[src/rtl/core/br1_pkg.sv]
// shared types and constants for the byterun1 bitplane decoder
// no dependencies; used by the register block, the decode core and the top level

package br1_pkg;

    localparam int CfgAddrWidth = 4;

    typedef enum logic [1:0] {
        REG_COMPRESS_MODE = 2'd0,
        REG_ROW_BYTES     = 2'd1,
        REG_PLANE_COUNT   = 2'd2,
        REG_ROW_COUNT     = 2'd3
    } reg_index_t;

    typedef enum logic [1:0] {
        PH_HEADER  = 2'd0,
        PH_LITERAL = 2'd1,
        PH_REPEAT  = 2'd2,
        PH_DISCARD = 2'd3
    } phase_t;

    typedef struct packed {
        logic        compress_mode;
        logic [11:0] row_bytes;
        logic [3:0]  plane_count;
        logic [11:0] row_count;
    } cfg_t;

    typedef struct packed {
        logic [2:0]  plane_index;
        logic [11:0] row_index;
        logic [11:0] start_column;
        logic [7:0]  fill_value;
        logic [7:0]  repeat_count;
        logic        row_done;
        logic        image_done;
        logic        overrun;
    } wdesc_t;

endpackage

[src/rtl/core/br1_byte_if.sv]
// valid/ready channel carrying one body byte per item
// no dependencies

interface br1_byte_if;
    logic       valid;
    logic       ready;
    logic [7:0] body_byte;

    modport source (output valid, output body_byte, input ready);
    modport sink (input valid, input body_byte, output ready);
endinterface

[src/rtl/core/br1_wdesc_if.sv]
// valid/ready channel carrying one write descriptor per item
// no dependencies

interface br1_wdesc_if;
    logic        valid;
    logic        ready;
    logic [2:0]  plane_index;
    logic [11:0] row_index;
    logic [11:0] start_column;
    logic [7:0]  fill_value;
    logic [7:0]  repeat_count;
    logic        row_done;
    logic        image_done;
    logic        overrun;

    modport source (
        output valid, output plane_index, output row_index, output start_column,
        output fill_value, output repeat_count, output row_done, output image_done,
        output overrun, input ready
    );
    modport sink (
        input valid, input plane_index, input row_index, input start_column,
        input fill_value, input repeat_count, input row_done, input image_done,
        input overrun, output ready
    );
endinterface

[src/rtl/core/br1_cfg_regs.sv]
// apb configuration registers: compress mode, row bytes, plane count, row count
// depends on br1_pkg

module br1_cfg_regs
    import br1_pkg::*;
(
    input  logic                    clk,
    input  logic                    rst_n,
    input  logic                    psel,
    input  logic                    penable,
    input  logic                    pwrite,
    input  logic [CfgAddrWidth-1:0] paddr,
    input  logic [31:0]             pwdata,
    output logic [31:0]             prdata,
    output logic                    pready,
    output cfg_t                    cfg
);

    cfg_t       cfg_reg;
    cfg_t       cfg_next;
    reg_index_t reg_sel;
    logic       wr_en;

    assign pready  = 1'b1;
    // low address bits are ignored, registers sit on word boundaries
    assign reg_sel = reg_index_t'(paddr[CfgAddrWidth-1:2]);
    assign wr_en   = psel && penable && pwrite && pready;

    always_comb
    begin
        cfg_next = cfg_reg;
        if (wr_en)
        begin
            unique case (reg_sel)
                REG_COMPRESS_MODE: cfg_next.compress_mode = pwdata[0];
                REG_ROW_BYTES:     cfg_next.row_bytes     = pwdata[11:0];
                REG_PLANE_COUNT:   cfg_next.plane_count   = pwdata[3:0];
                REG_ROW_COUNT:     cfg_next.row_count     = pwdata[11:0];
                default:           cfg_next = cfg_reg;
            endcase
        end
    end

    always_comb
    begin
        unique case (reg_sel)
            REG_COMPRESS_MODE: prdata = {31'd0, cfg_reg.compress_mode};
            REG_ROW_BYTES:     prdata = {20'd0, cfg_reg.row_bytes};
            REG_PLANE_COUNT:   prdata = {28'd0, cfg_reg.plane_count};
            REG_ROW_COUNT:     prdata = {20'd0, cfg_reg.row_count};
            default:           prdata = 32'd0;
        endcase
    end

    always_ff @(posedge clk or negedge rst_n)
    begin
        if (!rst_n)
        begin
            cfg_reg.compress_mode <= 1'b1;
            cfg_reg.row_bytes     <= 12'd40;
            cfg_reg.plane_count   <= 4'd5;
            cfg_reg.row_count     <= 12'd256;
        end
        else
        begin
            cfg_reg <= cfg_next;
        end
    end

    assign cfg = cfg_reg;

endmodule

[src/rtl/core/br1_decode_core.sv]
// decode core: input register, phase and position state, result register
// depends on br1_pkg, br1_byte_if and br1_wdesc_if

module br1_decode_core
    import br1_pkg::*;
#(
    parameter int MAX_PLANES    = 8,
    parameter int MAX_ROW_BYTES = 4095
)
(
    input  logic        clk,
    input  logic        rst_n,
    input  cfg_t        cfg,
    br1_byte_if.sink    body,
    br1_wdesc_if.source wdesc
);

    localparam logic [11:0] MaxRowBytes = 12'(MAX_ROW_BYTES);
    localparam logic [3:0]  MaxPlanes   = 4'(MAX_PLANES);

    // input stage
    logic       in_valid_reg, in_valid_next;
    logic [7:0] in_byte_reg;

    // decode state
    phase_t      phase_reg, phase_next;
    logic [7:0]  literal_left_reg, literal_left_next;
    logic [7:0]  pending_repeat_reg, pending_repeat_next;
    logic [11:0] column_pos_reg, column_pos_next;
    logic [2:0]  plane_pos_reg, plane_pos_next;
    logic [11:0] row_pos_reg, row_pos_next;
    logic        finished_reg, finished_next;

    // result stage
    logic   out_valid_reg, out_valid_next;
    wdesc_t desc_reg, desc_next;

    logic advance;
    logic body_fire;
    logic step;

    // effective configuration
    logic [11:0] rb_eff;
    logic [3:0]  planes_eff;
    logic [11:0] rows_eff;

    // write computation
    logic        active;
    logic        emit_go;
    logic [7:0]  want;
    logic [7:0]  literal_dec;
    logic        lit_more;
    logic        col_in_row;
    logic [11:0] room;
    logic        over_room;
    logic        rdone;
    logic [7:0]  cnt;
    logic [11:0] column_after;
    logic [2:0]  plane_inc;
    logic        plane_wrap;
    logic [11:0] row_inc;
    logic        idone;

    assign advance   = !out_valid_reg || wdesc.ready;
    assign body.ready = !in_valid_reg || advance;
    assign body_fire = body.valid && body.ready;
    assign step      = in_valid_reg && advance;

    always_comb
    begin
        if (cfg.row_bytes == 12'd0)
            rb_eff = 12'd1;
        else if (cfg.row_bytes > MaxRowBytes)
            rb_eff = MaxRowBytes;
        else
            rb_eff = cfg.row_bytes;

        if (cfg.plane_count == 4'd0)
            planes_eff = 4'd1;
        else if (cfg.plane_count > MaxPlanes)
            planes_eff = MaxPlanes;
        else
            planes_eff = cfg.plane_count;

        rows_eff = (cfg.row_count == 12'd0) ? 12'd1 : cfg.row_count;
    end

    // shared write arithmetic, used by every kind of write
    always_comb
    begin
        literal_dec  = literal_left_reg - 8'd1;
        want         = (cfg.compress_mode && phase_reg == PH_REPEAT) ? pending_repeat_reg : 8'd1;
        lit_more     = cfg.compress_mode && phase_reg == PH_LITERAL && literal_dec != 8'd0;
        col_in_row   = column_pos_reg < rb_eff;
        room         = col_in_row ? (rb_eff - column_pos_reg) : 12'd1;
        over_room    = {4'd0, want} > room;
        // a column already past the row end always closes the row
        rdone        = !col_in_row || ({4'd0, want} >= room);
        cnt          = over_room ? room[7:0] : want;
        column_after = rdone ? 12'd0 : (column_pos_reg + {4'd0, want});
        plane_inc    = plane_pos_reg + 3'd1;
        plane_wrap   = ({1'b0, plane_inc} >= planes_eff) || (plane_inc == 3'd0);
        row_inc      = row_pos_reg + 12'd1;
        idone        = rdone && plane_wrap && (row_inc >= rows_eff);
    end

    // output decode: does this item make a write
    always_comb
    begin
        active  = step && !finished_reg && (row_pos_reg < rows_eff);
        emit_go = 1'b0;
        if (active)
        begin
            if (!cfg.compress_mode)
                emit_go = 1'b1;
            else
            begin
                case (phase_reg)
                    PH_LITERAL, PH_REPEAT: emit_go = 1'b1;
                    default:               emit_go = 1'b0;
                endcase
            end
        end

        desc_next.plane_index  = plane_pos_reg;
        desc_next.row_index    = row_pos_reg;
        desc_next.start_column = column_pos_reg;
        desc_next.fill_value   = in_byte_reg;
        desc_next.repeat_count = cnt;
        desc_next.row_done     = rdone;
        desc_next.image_done   = idone;
        desc_next.overrun      = over_room || (rdone && lit_more);
    end

    // next state
    always_comb
    begin
        phase_next          = phase_reg;
        literal_left_next   = literal_left_reg;
        pending_repeat_next = pending_repeat_reg;
        column_pos_next     = column_pos_reg;
        plane_pos_next      = plane_pos_reg;
        row_pos_next        = row_pos_reg;
        finished_next       = finished_reg;

        if (step && !finished_reg && !(row_pos_reg < rows_eff))
            finished_next = 1'b1;

        if (active)
        begin
            if (!cfg.compress_mode)
            begin
                phase_next          = PH_HEADER;
                literal_left_next   = 8'd0;
                pending_repeat_next = 8'd0;
            end
            else
            begin
                unique case (phase_reg)
                    PH_LITERAL:
                    begin
                        literal_left_next = literal_dec;
                        if (literal_dec == 8'd0)
                            phase_next = PH_HEADER;
                        else if (rdone)
                            phase_next = PH_DISCARD;
                    end
                    PH_REPEAT:
                    begin
                        pending_repeat_next = 8'd0;
                        phase_next          = PH_HEADER;
                    end
                    PH_DISCARD:
                    begin
                        literal_left_next = literal_dec;
                        if (literal_dec == 8'd0)
                            phase_next = PH_HEADER;
                    end
                    PH_HEADER:
                    begin
                        // 0x80 is the no-op header
                        if (!in_byte_reg[7])
                        begin
                            literal_left_next = in_byte_reg + 8'd1;
                            phase_next        = PH_LITERAL;
                        end
                        else if (in_byte_reg != 8'h80)
                        begin
                            pending_repeat_next = 8'(9'd257 - {1'b0, in_byte_reg});
                            phase_next          = PH_REPEAT;
                        end
                    end
                    default: phase_next = PH_HEADER;
                endcase
            end
        end

        if (emit_go)
        begin
            column_pos_next = column_after;
            if (rdone)
            begin
                plane_pos_next = plane_wrap ? 3'd0 : plane_inc;
                if (plane_wrap)
                    row_pos_next = row_inc;
                if (idone)
                    finished_next = 1'b1;
            end
        end
    end

    always_comb
    begin
        if (body_fire)
            in_valid_next = 1'b1;
        else if (advance)
            in_valid_next = 1'b0;
        else
            in_valid_next = in_valid_reg;

        out_valid_next = advance ? emit_go : out_valid_reg;
    end

    always_ff @(posedge clk or negedge rst_n)
    begin
        if (!rst_n)
        begin
            in_valid_reg       <= 1'b0;
            out_valid_reg      <= 1'b0;
            phase_reg          <= PH_HEADER;
            literal_left_reg   <= 8'd0;
            pending_repeat_reg <= 8'd0;
            column_pos_reg     <= 12'd0;
            plane_pos_reg      <= 3'd0;
            row_pos_reg        <= 12'd0;
            finished_reg       <= 1'b0;
        end
        else
        begin
            in_valid_reg       <= in_valid_next;
            out_valid_reg      <= out_valid_next;
            phase_reg          <= phase_next;
            literal_left_reg   <= literal_left_next;
            pending_repeat_reg <= pending_repeat_next;
            column_pos_reg     <= column_pos_next;
            plane_pos_reg      <= plane_pos_next;
            row_pos_reg        <= row_pos_next;
            finished_reg       <= finished_next;
        end
    end

    always_ff @(posedge clk)
    begin
        if (body_fire)
            in_byte_reg <= body.body_byte;
        if (advance && emit_go)
            desc_reg <= desc_next;
    end

    assign wdesc.valid        = out_valid_reg;
    assign wdesc.plane_index  = desc_reg.plane_index;
    assign wdesc.row_index    = desc_reg.row_index;
    assign wdesc.start_column = desc_reg.start_column;
    assign wdesc.fill_value   = desc_reg.fill_value;
    assign wdesc.repeat_count = desc_reg.repeat_count;
    assign wdesc.row_done     = desc_reg.row_done;
    assign wdesc.image_done   = desc_reg.image_done;
    assign wdesc.overrun      = desc_reg.overrun;

endmodule

[src/rtl/core/byterun1_bitplane_decoder.sv]
// ByteRun1 / raw bitplane body decoder. Takes one body byte per item and
// gives at most one write descriptor (plane, row, start column, value,
// repeat count, row/image done, overrun) per byte. Throughput is one item
// per clock unless wdesc.ready stalls the output: each byte passes an input
// register, one pass of phase and counter logic, and a result register, from
// which its write is given. Header bytes, discarded literal bytes and bytes
// after the image end give no write. body.ready follows wdesc.ready
// combinationally through the two register stages. Registers are to be written
// over the apb port only while the block is idle; the block does not enforce it.
// depends on br1_pkg, br1_byte_if, br1_wdesc_if, br1_cfg_regs, br1_decode_core

module byterun1_bitplane_decoder
    import br1_pkg::*;
#(
    parameter int MAX_PLANES    = 8,
    parameter int MAX_ROW_BYTES = 4095
)
(
    input  logic                    clk,
    input  logic                    rst_n,
    br1_byte_if.sink                body,
    br1_wdesc_if.source             wdesc,
    input  logic                    psel,
    input  logic                    penable,
    input  logic                    pwrite,
    input  logic [CfgAddrWidth-1:0] paddr,
    input  logic [31:0]             pwdata,
    output logic [31:0]             prdata,
    output logic                    pready
);

    cfg_t cfg;

    br1_cfg_regs u_cfg_regs (
        .clk     (clk),
        .rst_n   (rst_n),
        .psel    (psel),
        .penable (penable),
        .pwrite  (pwrite),
        .paddr   (paddr),
        .pwdata  (pwdata),
        .prdata  (prdata),
        .pready  (pready),
        .cfg     (cfg)
    );

    br1_decode_core #(
        .MAX_PLANES    (MAX_PLANES),
        .MAX_ROW_BYTES (MAX_ROW_BYTES)
    ) u_decode_core (
        .clk   (clk),
        .rst_n (rst_n),
        .cfg   (cfg),
        .body  (body),
        .wdesc (wdesc)
    );

endmodule
[src/flat_wrapper.sv]
// flat-port wrapper written by rule: the top's interface ports become plain ports
module byterun1_bitplane_decoder_flat import br1_pkg::*;
#(
    parameter int MAX_PLANES    = 8,
    parameter int MAX_ROW_BYTES = 4095
)
  (clk, rst_n, psel, penable, pwrite, paddr, pwdata, prdata, pready, body_valid, body_body_byte, body_ready, wdesc_valid, wdesc_plane_index, wdesc_row_index, wdesc_start_column, wdesc_fill_value, wdesc_repeat_count, wdesc_row_done, wdesc_image_done, wdesc_overrun, wdesc_ready);
  br1_byte_if body_i ();
  br1_wdesc_if wdesc_i ();
  input  logic clk;
  input  logic rst_n;
  input  logic psel;
  input  logic penable;
  input  logic pwrite;
  input  logic [CfgAddrWidth-1:0] paddr;
  input  logic [31:0] pwdata;
  output logic [31:0] prdata;
  output logic pready;
  input wire logic [$bits(body_i.valid)-1:0] body_valid;
  input wire logic [$bits(body_i.body_byte)-1:0] body_body_byte;
  output wire logic [$bits(body_i.ready)-1:0] body_ready;
  output wire logic [$bits(wdesc_i.valid)-1:0] wdesc_valid;
  output wire logic [$bits(wdesc_i.plane_index)-1:0] wdesc_plane_index;
  output wire logic [$bits(wdesc_i.row_index)-1:0] wdesc_row_index;
  output wire logic [$bits(wdesc_i.start_column)-1:0] wdesc_start_column;
  output wire logic [$bits(wdesc_i.fill_value)-1:0] wdesc_fill_value;
  output wire logic [$bits(wdesc_i.repeat_count)-1:0] wdesc_repeat_count;
  output wire logic [$bits(wdesc_i.row_done)-1:0] wdesc_row_done;
  output wire logic [$bits(wdesc_i.image_done)-1:0] wdesc_image_done;
  output wire logic [$bits(wdesc_i.overrun)-1:0] wdesc_overrun;
  input wire logic [$bits(wdesc_i.ready)-1:0] wdesc_ready;
  assign body_i.valid = body_valid;
  assign body_i.body_byte = body_body_byte;
  assign body_ready = body_i.ready;
  assign wdesc_valid = wdesc_i.valid;
  assign wdesc_plane_index = wdesc_i.plane_index;
  assign wdesc_row_index = wdesc_i.row_index;
  assign wdesc_start_column = wdesc_i.start_column;
  assign wdesc_fill_value = wdesc_i.fill_value;
  assign wdesc_repeat_count = wdesc_i.repeat_count;
  assign wdesc_row_done = wdesc_i.row_done;
  assign wdesc_image_done = wdesc_i.image_done;
  assign wdesc_overrun = wdesc_i.overrun;
  assign wdesc_i.ready = wdesc_ready;
  byterun1_bitplane_decoder #(.MAX_PLANES(MAX_PLANES), .MAX_ROW_BYTES(MAX_ROW_BYTES)) u_core (.clk(clk), .rst_n(rst_n), .body(body_i), .wdesc(wdesc_i), .psel(psel), .penable(penable), .pwrite(pwrite), .paddr(paddr), .pwdata(pwdata), .prdata(prdata), .pready(pready));
endmodule
[config.mk]
export PLATFORM = sky130hd
export DESIGN_NAME = byterun1_bitplane_decoder_flat
export DESIGN_NICKNAME = d
export VERILOG_FILES = /design/src/rtl/core/br1_pkg.sv /design/src/rtl/core/br1_byte_if.sv /design/src/rtl/core/br1_wdesc_if.sv /design/src/rtl/core/br1_cfg_regs.sv /design/src/rtl/core/br1_decode_core.sv /design/src/rtl/core/byterun1_bitplane_decoder.sv /design/src/flat_wrapper.sv
export SDC_FILE = /design/constraint.sdc
export NUM_CORES = 1
export LEC_CHECK = 0
export ABC_AREA = 1
export BUFFER_PORTS_ARGS = -buffer_cell sky130_fd_sc_hd__buf_2
export CAP_MARGIN = 20
export CORE_MARGIN = 2
export CORE_UTILIZATION = 53
export CTS_BUF_LIST = sky130_fd_sc_hd__clkbuf_4
export CTS_CLUSTER_DIAMETER = 80
export CTS_CLUSTER_SIZE = 40
export DETAILED_ROUTE_END_ITERATION = 10
export MAX_ROUTING_LAYER = met4
export PLACE_DENSITY_LB_ADDON = 0.3
export SLEW_MARGIN = 0
export SYNTH_ARGS = -nofsm -noshare
export SYNTH_HDL_FRONTEND = slang
export SYNTH_SLANG_ARGS = --single-unit
[constraint.sdc]
create_clock -name clk -period 3.9 [get_ports clk]
set_input_delay 0.39 -clock clk [delete_from_list [all_inputs] [get_ports clk]]
set_output_delay 0.39 -clock clk [all_outputs]
set_load 0.005 [all_outputs]
==> results of run 1 <==
==> cell families (layout without fill, tap and decap cells) <==
logic type               after synthesis  count (layout)  synth area share, %
AND/OR/NAND/NOR                      387             388                20.46
buffers and inverters                195             327                10.39
AO/OA/AOI/OAI                        152             152                10.40
flip-flops                           131             131                44.25
adder cells (fa/ha/maj)               71              71                11.24
XOR/XNOR                              29              29                3.161
other                                  2              24              0.09346
==> repair_timing <==
item                                    in CTS  in global routing
hold buffers                                 9                  0
cloned                                       2                  0
endpoints found under the setup margin      41                 41
buffers inserted                             7                  4
endpoints found under the hold margin       61                  0
pin swaps                                   15                 21
gates resized for setup                     41                 61
==> worst max-delay path, stage by stage (launching register included) <==
cell and delay [ns]:
dfrtp_1 0.43, nor4_4 0.31, a41oi_2 0.16, ha_2 0.22, fa_2 0.34, inv_2 0.07
nand2_2 0.04, nand2_2 0.08, nand3_2 0.09, nand2_2 0.08, nand2_2 0.05, nand3_2 0.07
nand2_2 0.08, inv_2 0.07, o21ai_2 0.06, a21oi_2 0.13, inv_2 0.07, ha_4 0.26
nand2_2 0.06, o21a_1 0.18, o21a_1 0.16, o21ai_1 0.11, buf_4 0.15, nand3_4 0.12
buf_12 0.17, nand2_1 0.06, o21ai_1 0.08
==> cell usage after synthesis (3+ instances only) <==
library cell | number | area, um^2
a21oi_1 | 42 | 210.2
a31oi_1 | 3 | 18.77
buf_2 | 4 | 20.02
buf_4 | 22 | 165.2
clkbuf_1 | 21 | 78.83
dfrtp_1 | 71 | 1777
dfstp_2 | 6 | 157.7
edfxtp_1 | 54 | 1622
ha_1 | 69 | 863.3
inv_1 | 145 | 544.3
nand2_1 | 228 | 855.8
nand2_2 | 5 | 31.28
nand3_1 | 42 | 210.2
nand4_1 | 25 | 156.4
nor2_1 | 67 | 251.5
nor3_1 | 7 | 35.03
o2111ai_1 | 4 | 35.03
o211ai_1 | 4 | 30.03
o21a_1 | 3 | 22.52
o21ai_0 | 75 | 375.4
o21ai_1 | 3 | 15.01
o22ai_1 | 10 | 62.56
xnor2_1 | 6 | 52.55
xor2_1 | 23 | 201.4
==> cells in the final DEF (no fill, tap or decap), types with 7 or more instances in the layout <==
cell type,count
inv_2,8
o22ai_1,10
buf_2,87
xor2_1,22
buf_4,44
a21oi_1,39
dlygate4sd3_1,9
nor2_2,8
edfxtp_1,54
inv_1,138
nand2_1,202
nand2_2,25
nor3_1,7
clkbuf_4,17
nand3_1,39
o21ai_1,8
ha_1,63
nor2_1,55
nand4_1,25
dfrtp_1,71
o21ai_0,64
conb_1,21
==> power breakdown <==
part	switching, mW	leakage (nW)	total (mW)	internal [mW]
clock network	0.589	0.132	0.920	0.331
logic	2.06	3.16	3.50	1.45
registers	0.209	1.50	1.98	1.77
==> layout make-up <==
| type | instances | area (um^2) | area share, % |
|---|---|---|---|
| Antenna cell | 3 | 7.507 | 0.07722 |
| Clock buffer | 17 | 127.6 | 1.313 |
| Clock inverter | 15 | 150.1 | 1.544 |
| Inverter | 146 | 548.0 | 5.637 |
| Multi-Input combinational cell | 661 | 4081 | 41.98 |
| Sequential cell | 131 | 3556 | 36.58 |
| Tap cell | 188 | 235.2 | 2.420 |
| Timing Repair Buffer | 149 | 1016 | 10.45 |
==> path summary, 6_finish.rpt <==
kind | slack (ns) | endpoint | start
max reg2reg | -0.07 | u_core.u_decode_core.wdesc.repeat_count[1] | u_core.u_cfg_regs.cfg[26]
min in group asynchronous | 0.22 | u_core.u_decode_core.plane_pos_reg[0] | rst_n
max | -0.07 | u_core.u_decode_core.wdesc.repeat_count[1] | u_core.u_cfg_regs.cfg[26]
min reg2reg | 0.50 | u_core.u_decode_core.wdesc.start_column[7] | u_core.u_decode_core.column_pos_reg[7]
min | 0.05 | u_core.u_decode_core.in_valid_reg | body_valid
max in group asynchronous | 3.03 | u_core.u_cfg_regs.cfg[14] | rst_n
==> layer usage <==
layer  global-route usage [%]  vias up
met5                        -        -
met4                    7.757        0
met3                    4.648       25
met2                    38.52      203
met1                    33.96     3207
li1                         -     3430
==> through the flow <==
stage	setup slack, ns	util, %	instance area (um^2)
global placement	-0.1763	58.83	8843
global route	-0.2437	64.67	9722
CTS	-0.03719	62.68	9423
detailed placement	-0.2306	58.83	8843
floorplan	0.006211	-	8107
finish	-0.06566	64.67	9722
==> reports/summary.txt, run 1 <==
htree depth -> 4
Top Layer Used -> met4
status -> finished with violations
initial antenna violation count -> 1
Cell variety after synth -> 45
failing checks -> negative setup slack
R2R depth -> 26
final setup TNS -> -0.4440 ns
routed length on met1 -> 8.990 mm
DRT Wirelength -> 19.42 mm
DRC viols -> 0
Setup Viol. Count Final -> 15
Setup Skew -> 0.01417 ns
fin crit period -> 3.966 ns
total number of vias -> 6865
Synth Register Bits -> 131
Die ar. -> 0.01616 mm^2
DR WL/cell -> 14.83 um
Worst Path Arrival -> 4.31 ns
global-route wire length before repair -> 30.71 mm
Layout area overhead -> 20.99%
Post-synth ARST share -> 58.78%
Rel. slew slack -> 43.86%
Worst Max-Slew Pin Slew -> 0.8390 ns
IO Port Bufs -> 88
number of routed nets with antenna violations -> 0
grt ovf -> 0
Final Hold Slack -> 0.04748 ns
metal2 WL -> 9.158 mm
EDFF count, synth -> 54
vias in the first global route -> 6371
clock transition at the registers of the reported paths -> 0.13 ns
Tot Pwr -> 6.404 mW
Die Y -> 127.1 um
post-route setup slack -> -0.06566 ns
synthesized area -> 0.008035 mm^2
layout cells sized above 1 -> 23.15%
post-synthesis sequential area ratio -> 44.25%
first drt pass iteration count -> 5
CP Data Required Time -> 4.24 ns
PD cells -> 658.7 mW/mm^2
Total GRT Usage -> 25.00%
cell row count -> 45
CTS Buffer Depth -> 2
Layout fillers -> 1280
Post-synth top flop -> dfrtp_1
Slew Viols, Final -> 0
die width -> 127.1 um
final worst-path cycle share -> 101.7%
P_leak -> 4.789 nW
CTS tree -> done
Fin. Hold Viols -> 0
syn_area_per_cell -> 8.309 um^2
Initial Util -> 53.45%
Setup CP Type -> register to register
Critical Path End Type -> register
Top Ports -> 132
Hold Path Depth -> 3
DPL Wire Length -> 13.89 mm
routed wl met3 -> 955 um
TritonCTS Sinks -> 131
final net count -> 1228
Peak supply drop -> 0.2948 mV
initial drt markers -> 504
via/cell ratio -> 5.240
largest net degree at the start of global routing -> 78
Hold Crit Class -> input pin to register
RSZ-0062 raised after global routing -> yes
CORE AREA -> 0.01503 mm^2
Max Fclk -> 252.2 MHz
Synth Instances -> 967
root buffer cell -> clkbuf_4
CP max FO -> 8
# Max-Cap Violations -> 0
routability cong. -> 0.8906
Clk Latency, worst-skew pair -> 0.59 ns
Num CTS Buffers -> 17
max reg flops -> 29
YS warnings -> 0
dpl cells -> 1253
CP Launch Type -> register
post-route insts no fill -> 1310
Power figures use the tool's default switching activity.
==> inputs of run 2 (changes only) <==
Settings changed: PLACE_DENSITY from default to 0.84, PLACE_DENSITY_LB_ADDON 0.3 to default.
==> reports/summary.txt, run 2 (same netlist as run 1, synthesis figures left out) <==
Total GRT Usage -> 25.53% (+0.53 points)
Setup Viol. Count Final -> 41 (+26)
clock share of power -> 13.9% (-0.5 points)
DR WL/cell -> 15.57 um (+5.0%)
Top Layer Used -> met4
most used cell, CP -> nand2_2
layout cells sized above 1 -> 22.59% (-0.56 points)
Slew Viols, Final -> 0 (unchanged)
Worst Max-Slew Pin Slew -> 0.9976 ns (+0.1586 ns)
via/cell ratio -> 5.590 (+6.7%)
Worst Hold Path EP -> u_core.u_decode_core.in_valid_reg
Die Y -> 127.1 um (unchanged)
final net count -> 1229 (+0.081%)
routed wl met3 -> 1.449 mm (+52%)
R2R Path End -> u_core.u_decode_core.wdesc.repeat_count[4]
CP Data Required Time -> 4.23 ns (about the same)
Worst Path Arrival -> 4.48 ns (+0.17 ns)
# Max-Cap Violations -> 0 (unchanged)
FF-to-FF setup slack -> -0.25 ns (-0.19 ns)
critical path buffer and inverter count -> 5 (unchanged)
Die ar. -> 0.01616 mm^2 (unchanged)
switching portion of total power -> 43.81% (-0.76 points)
grt ovf -> 0 (unchanged)
fin crit period -> 4.153 ns (+0.1877 ns)
crit-path max cell delay -> 0.43 ns (about the same)
register share of total power -> 30.8% (about the same)
Rel. slew slack -> 33.49% (-10 points)
reg2reg start -> u_core.u_cfg_regs.cfg[26]
most frequent cells in the layout -> nand2_1, inv_1, buf_2
max reg flops -> 29 (unchanged)
initial drt markers -> 781 (+55%)
initial antenna violation count -> 1 (unchanged)
Fin. Hold Viols -> 0 (unchanged)
routability cong. -> 0.9150 (+2.7%)
R2R depth -> 26 (unchanged)
Peak supply drop -> 0.2992 mV (+1.5%)
Place WS -> -0.2057 ns (+0.02495 ns)
CTS tree -> done
P_leak -> 4.799 nW (+0.22%)
die width -> 127.1 um (unchanged)
Critical Path End Type -> register
global-route wire length before repair -> 31.87 mm (+3.8%)
Max Fclk -> 240.8 MHz (-4.5%)
cell row count -> 45 (unchanged)
IO Port Bufs -> 88 (unchanged)
cell family with most CP delay -> simple AND/OR/NAND/NOR gates
CTS Buffer Depth -> 2 (unchanged)
final core utilization -> 64.24% (-0.43 points)
Layout area overhead -> 20.18%
commonest non-fill, non-tap cell in the layout -> nand2_1
Pint -> 3.610 mW (+1.7%)
number of routed nets with antenna violations -> 0 (unchanged)
Top Ports -> 132 (unchanged)
metal2 WL -> 9.771 mm (+6.7%)
final worst-path cycle share -> 106.5% (+4.8 points)
Num CTS Buffers -> 17 (unchanged)
Combinational Power Share -> 55.3% (+0.6 points)
TritonCTS Sinks -> 131 (unchanged)
post-route setup slack -> -0.2534 ns (-0.1877 ns)
Crit-path slowest cell -> dfrtp_1
DRC viols -> 0 (unchanged)
total number of vias -> 7317 (+6.6%)
failing checks -> negative setup slack
DRT Wirelength -> 20.38 mm (+4.9%)
CP max FO -> 8 (unchanged)
PD cells -> 665.3 mW/mm^2 (+1.0%)
root buffer cell -> clkbuf_4
Hold Path Depth -> 3 (unchanged)
hold path start -> body_valid
DPL Wire Length -> 14.21 mm (+2.3%)
largest net degree at the start of global routing -> 78 (unchanged)
Setup CP Type -> register to register
net switching power -> 2.815 mW (-1.4%)
CORE AREA -> 0.01503 mm^2 (unchanged)
Clk Latency, worst-skew pair -> 0.58 ns (about the same)
final setup TNS -> -6.537 ns (-6.093 ns)
Initial Util -> 53.45% (unchanged)
Setup Skew -> 0.02828 ns (+0.01411 ns)
Final Hold Slack -> 0.05050 ns (+0.003026 ns)
first drt pass iteration count -> 8 (+3)
routed length on met1 -> 8.285 mm (-7.8%)
CP Launch Type -> register
RSZ-0062 raised after global routing -> yes
clock transition at the registers of the reported paths -> 0.12 ns (about the same)
htree depth -> 4 (unchanged)
status -> finished with violations
Hold Crit Class -> input pin to register
vias in the first global route -> 6822 (+7.1%)
-- run 2: cell types whose count changed in the layout (fill, tap and decap cells not counted), moves of 3 or more --
cell | before | now
o21ai_0 | 64 | 67
buf_4 | 44 | 47
clkinv_1 | 0 | 3
clkinvlp_4 | 6 | 2
clkbuf_4 | 17 | 20
clkinv_2 | 0 | 3
inv_6 | 4 | 1
-- run 2: worst register-to-register path: stages, from the launching register on --
cell and delay (ns):
dfrtp_1 0.43, nor4_4 0.30, a41oi_2 0.15, ha_2 0.22, fa_2 0.36, inv_2 0.07
nand2_2 0.05, nand2_2 0.08, nand3_2 0.08, nand2_2 0.10, nand2_2 0.07, nand3_2 0.11
nand2_4 0.09, inv_4 0.08, o21ai_4 0.06, a21oi_2 0.17, inv_2 0.08, ha_4 0.28
nand2_4 0.05, o21a_1 0.18, o21a_1 0.20, o21ai_1 0.13, buf_4 0.15, nand3_4 0.12
buf_12 0.16, nand2_1 0.06, o21ai_1 0.08
-- run 2: power by group through the flow --
stage	Combinational [mW]	Clock, mW	Sequential (mW)
floorplan	1.88	0	1.95
global placement	2.75	0	1.98
detailed placement	2.85	0	1.99
CTS	3.02	0.905	1.96
global route	3.89	0.949	2.01
finish	3.55	0.894	1.98
-- run 2: metrics by stage --
step	cell area, um^2	instances	total power, mW
after CTS	9354	1304	5.886
after global routing	9657	1309	6.853
after detailed placement	8866	1256	4.838
final	9657	1309	6.424
after floorplan	8107	986	3.833
after global placement	8866	1256	4.732
-- run 2: worst max-delay path by stage --
stage                               from                                          to  slack (ns)  cells past startpoint
4_1_cts        u_core.u_cfg_regs.cfg[23]  u_core.u_decode_core.wdesc.repeat_count[6]       0.001                     26
5_1_grt        u_core.u_cfg_regs.cfg[19]  u_core.u_decode_core.wdesc.repeat_count[4]       -0.39                     26
6_report       u_core.u_cfg_regs.cfg[26]  u_core.u_decode_core.wdesc.repeat_count[4]       -0.25                     26
2_1_floorplan  u_core.u_cfg_regs.cfg[26]  u_core.u_decode_core.wdesc.repeat_count[5]       0.006                     25
3_5_place_dp   u_core.u_cfg_regs.cfg[26]           u_core.u_decode_core.phase_reg[0]       -0.21                     28
3_3_place_gp   u_core.u_cfg_regs.cfg[26]       u_core.u_decode_core.wdesc.image_done       -0.14                     26
-- run 2: timing repair --
action / CTS / global route
hold buffers: 9 / 0
buffers inserted: 6 / 4
cloned: 1 / 1
gates resized for setup: 20 / 71
pin swaps: 8 / 26
endpoints found under the setup margin: 41 / 41
hold endpoints to repair: 64 / 0
-- run 2: metal layers --
metal  track usage (%)  up-vias
met1             32.05     3418
met4             10.86        0
met3             4.983       90
met5                 -        -
li1                  -     3426
met2             40.77      383
-- run 2: cell type report --
type | count | area [um^2]
well taps | 188 | 235.2
inverters | 146 | 550.5
multi-input cells | 661 | 4051
flip-flops and latches | 131 | 3556
fillers | 1159 | 5376
repair buffers | 150 | 997.2
diodes | 1 | 2.502
clock inverters | 12 | 113.9
clock buffers | 20 | 150.1
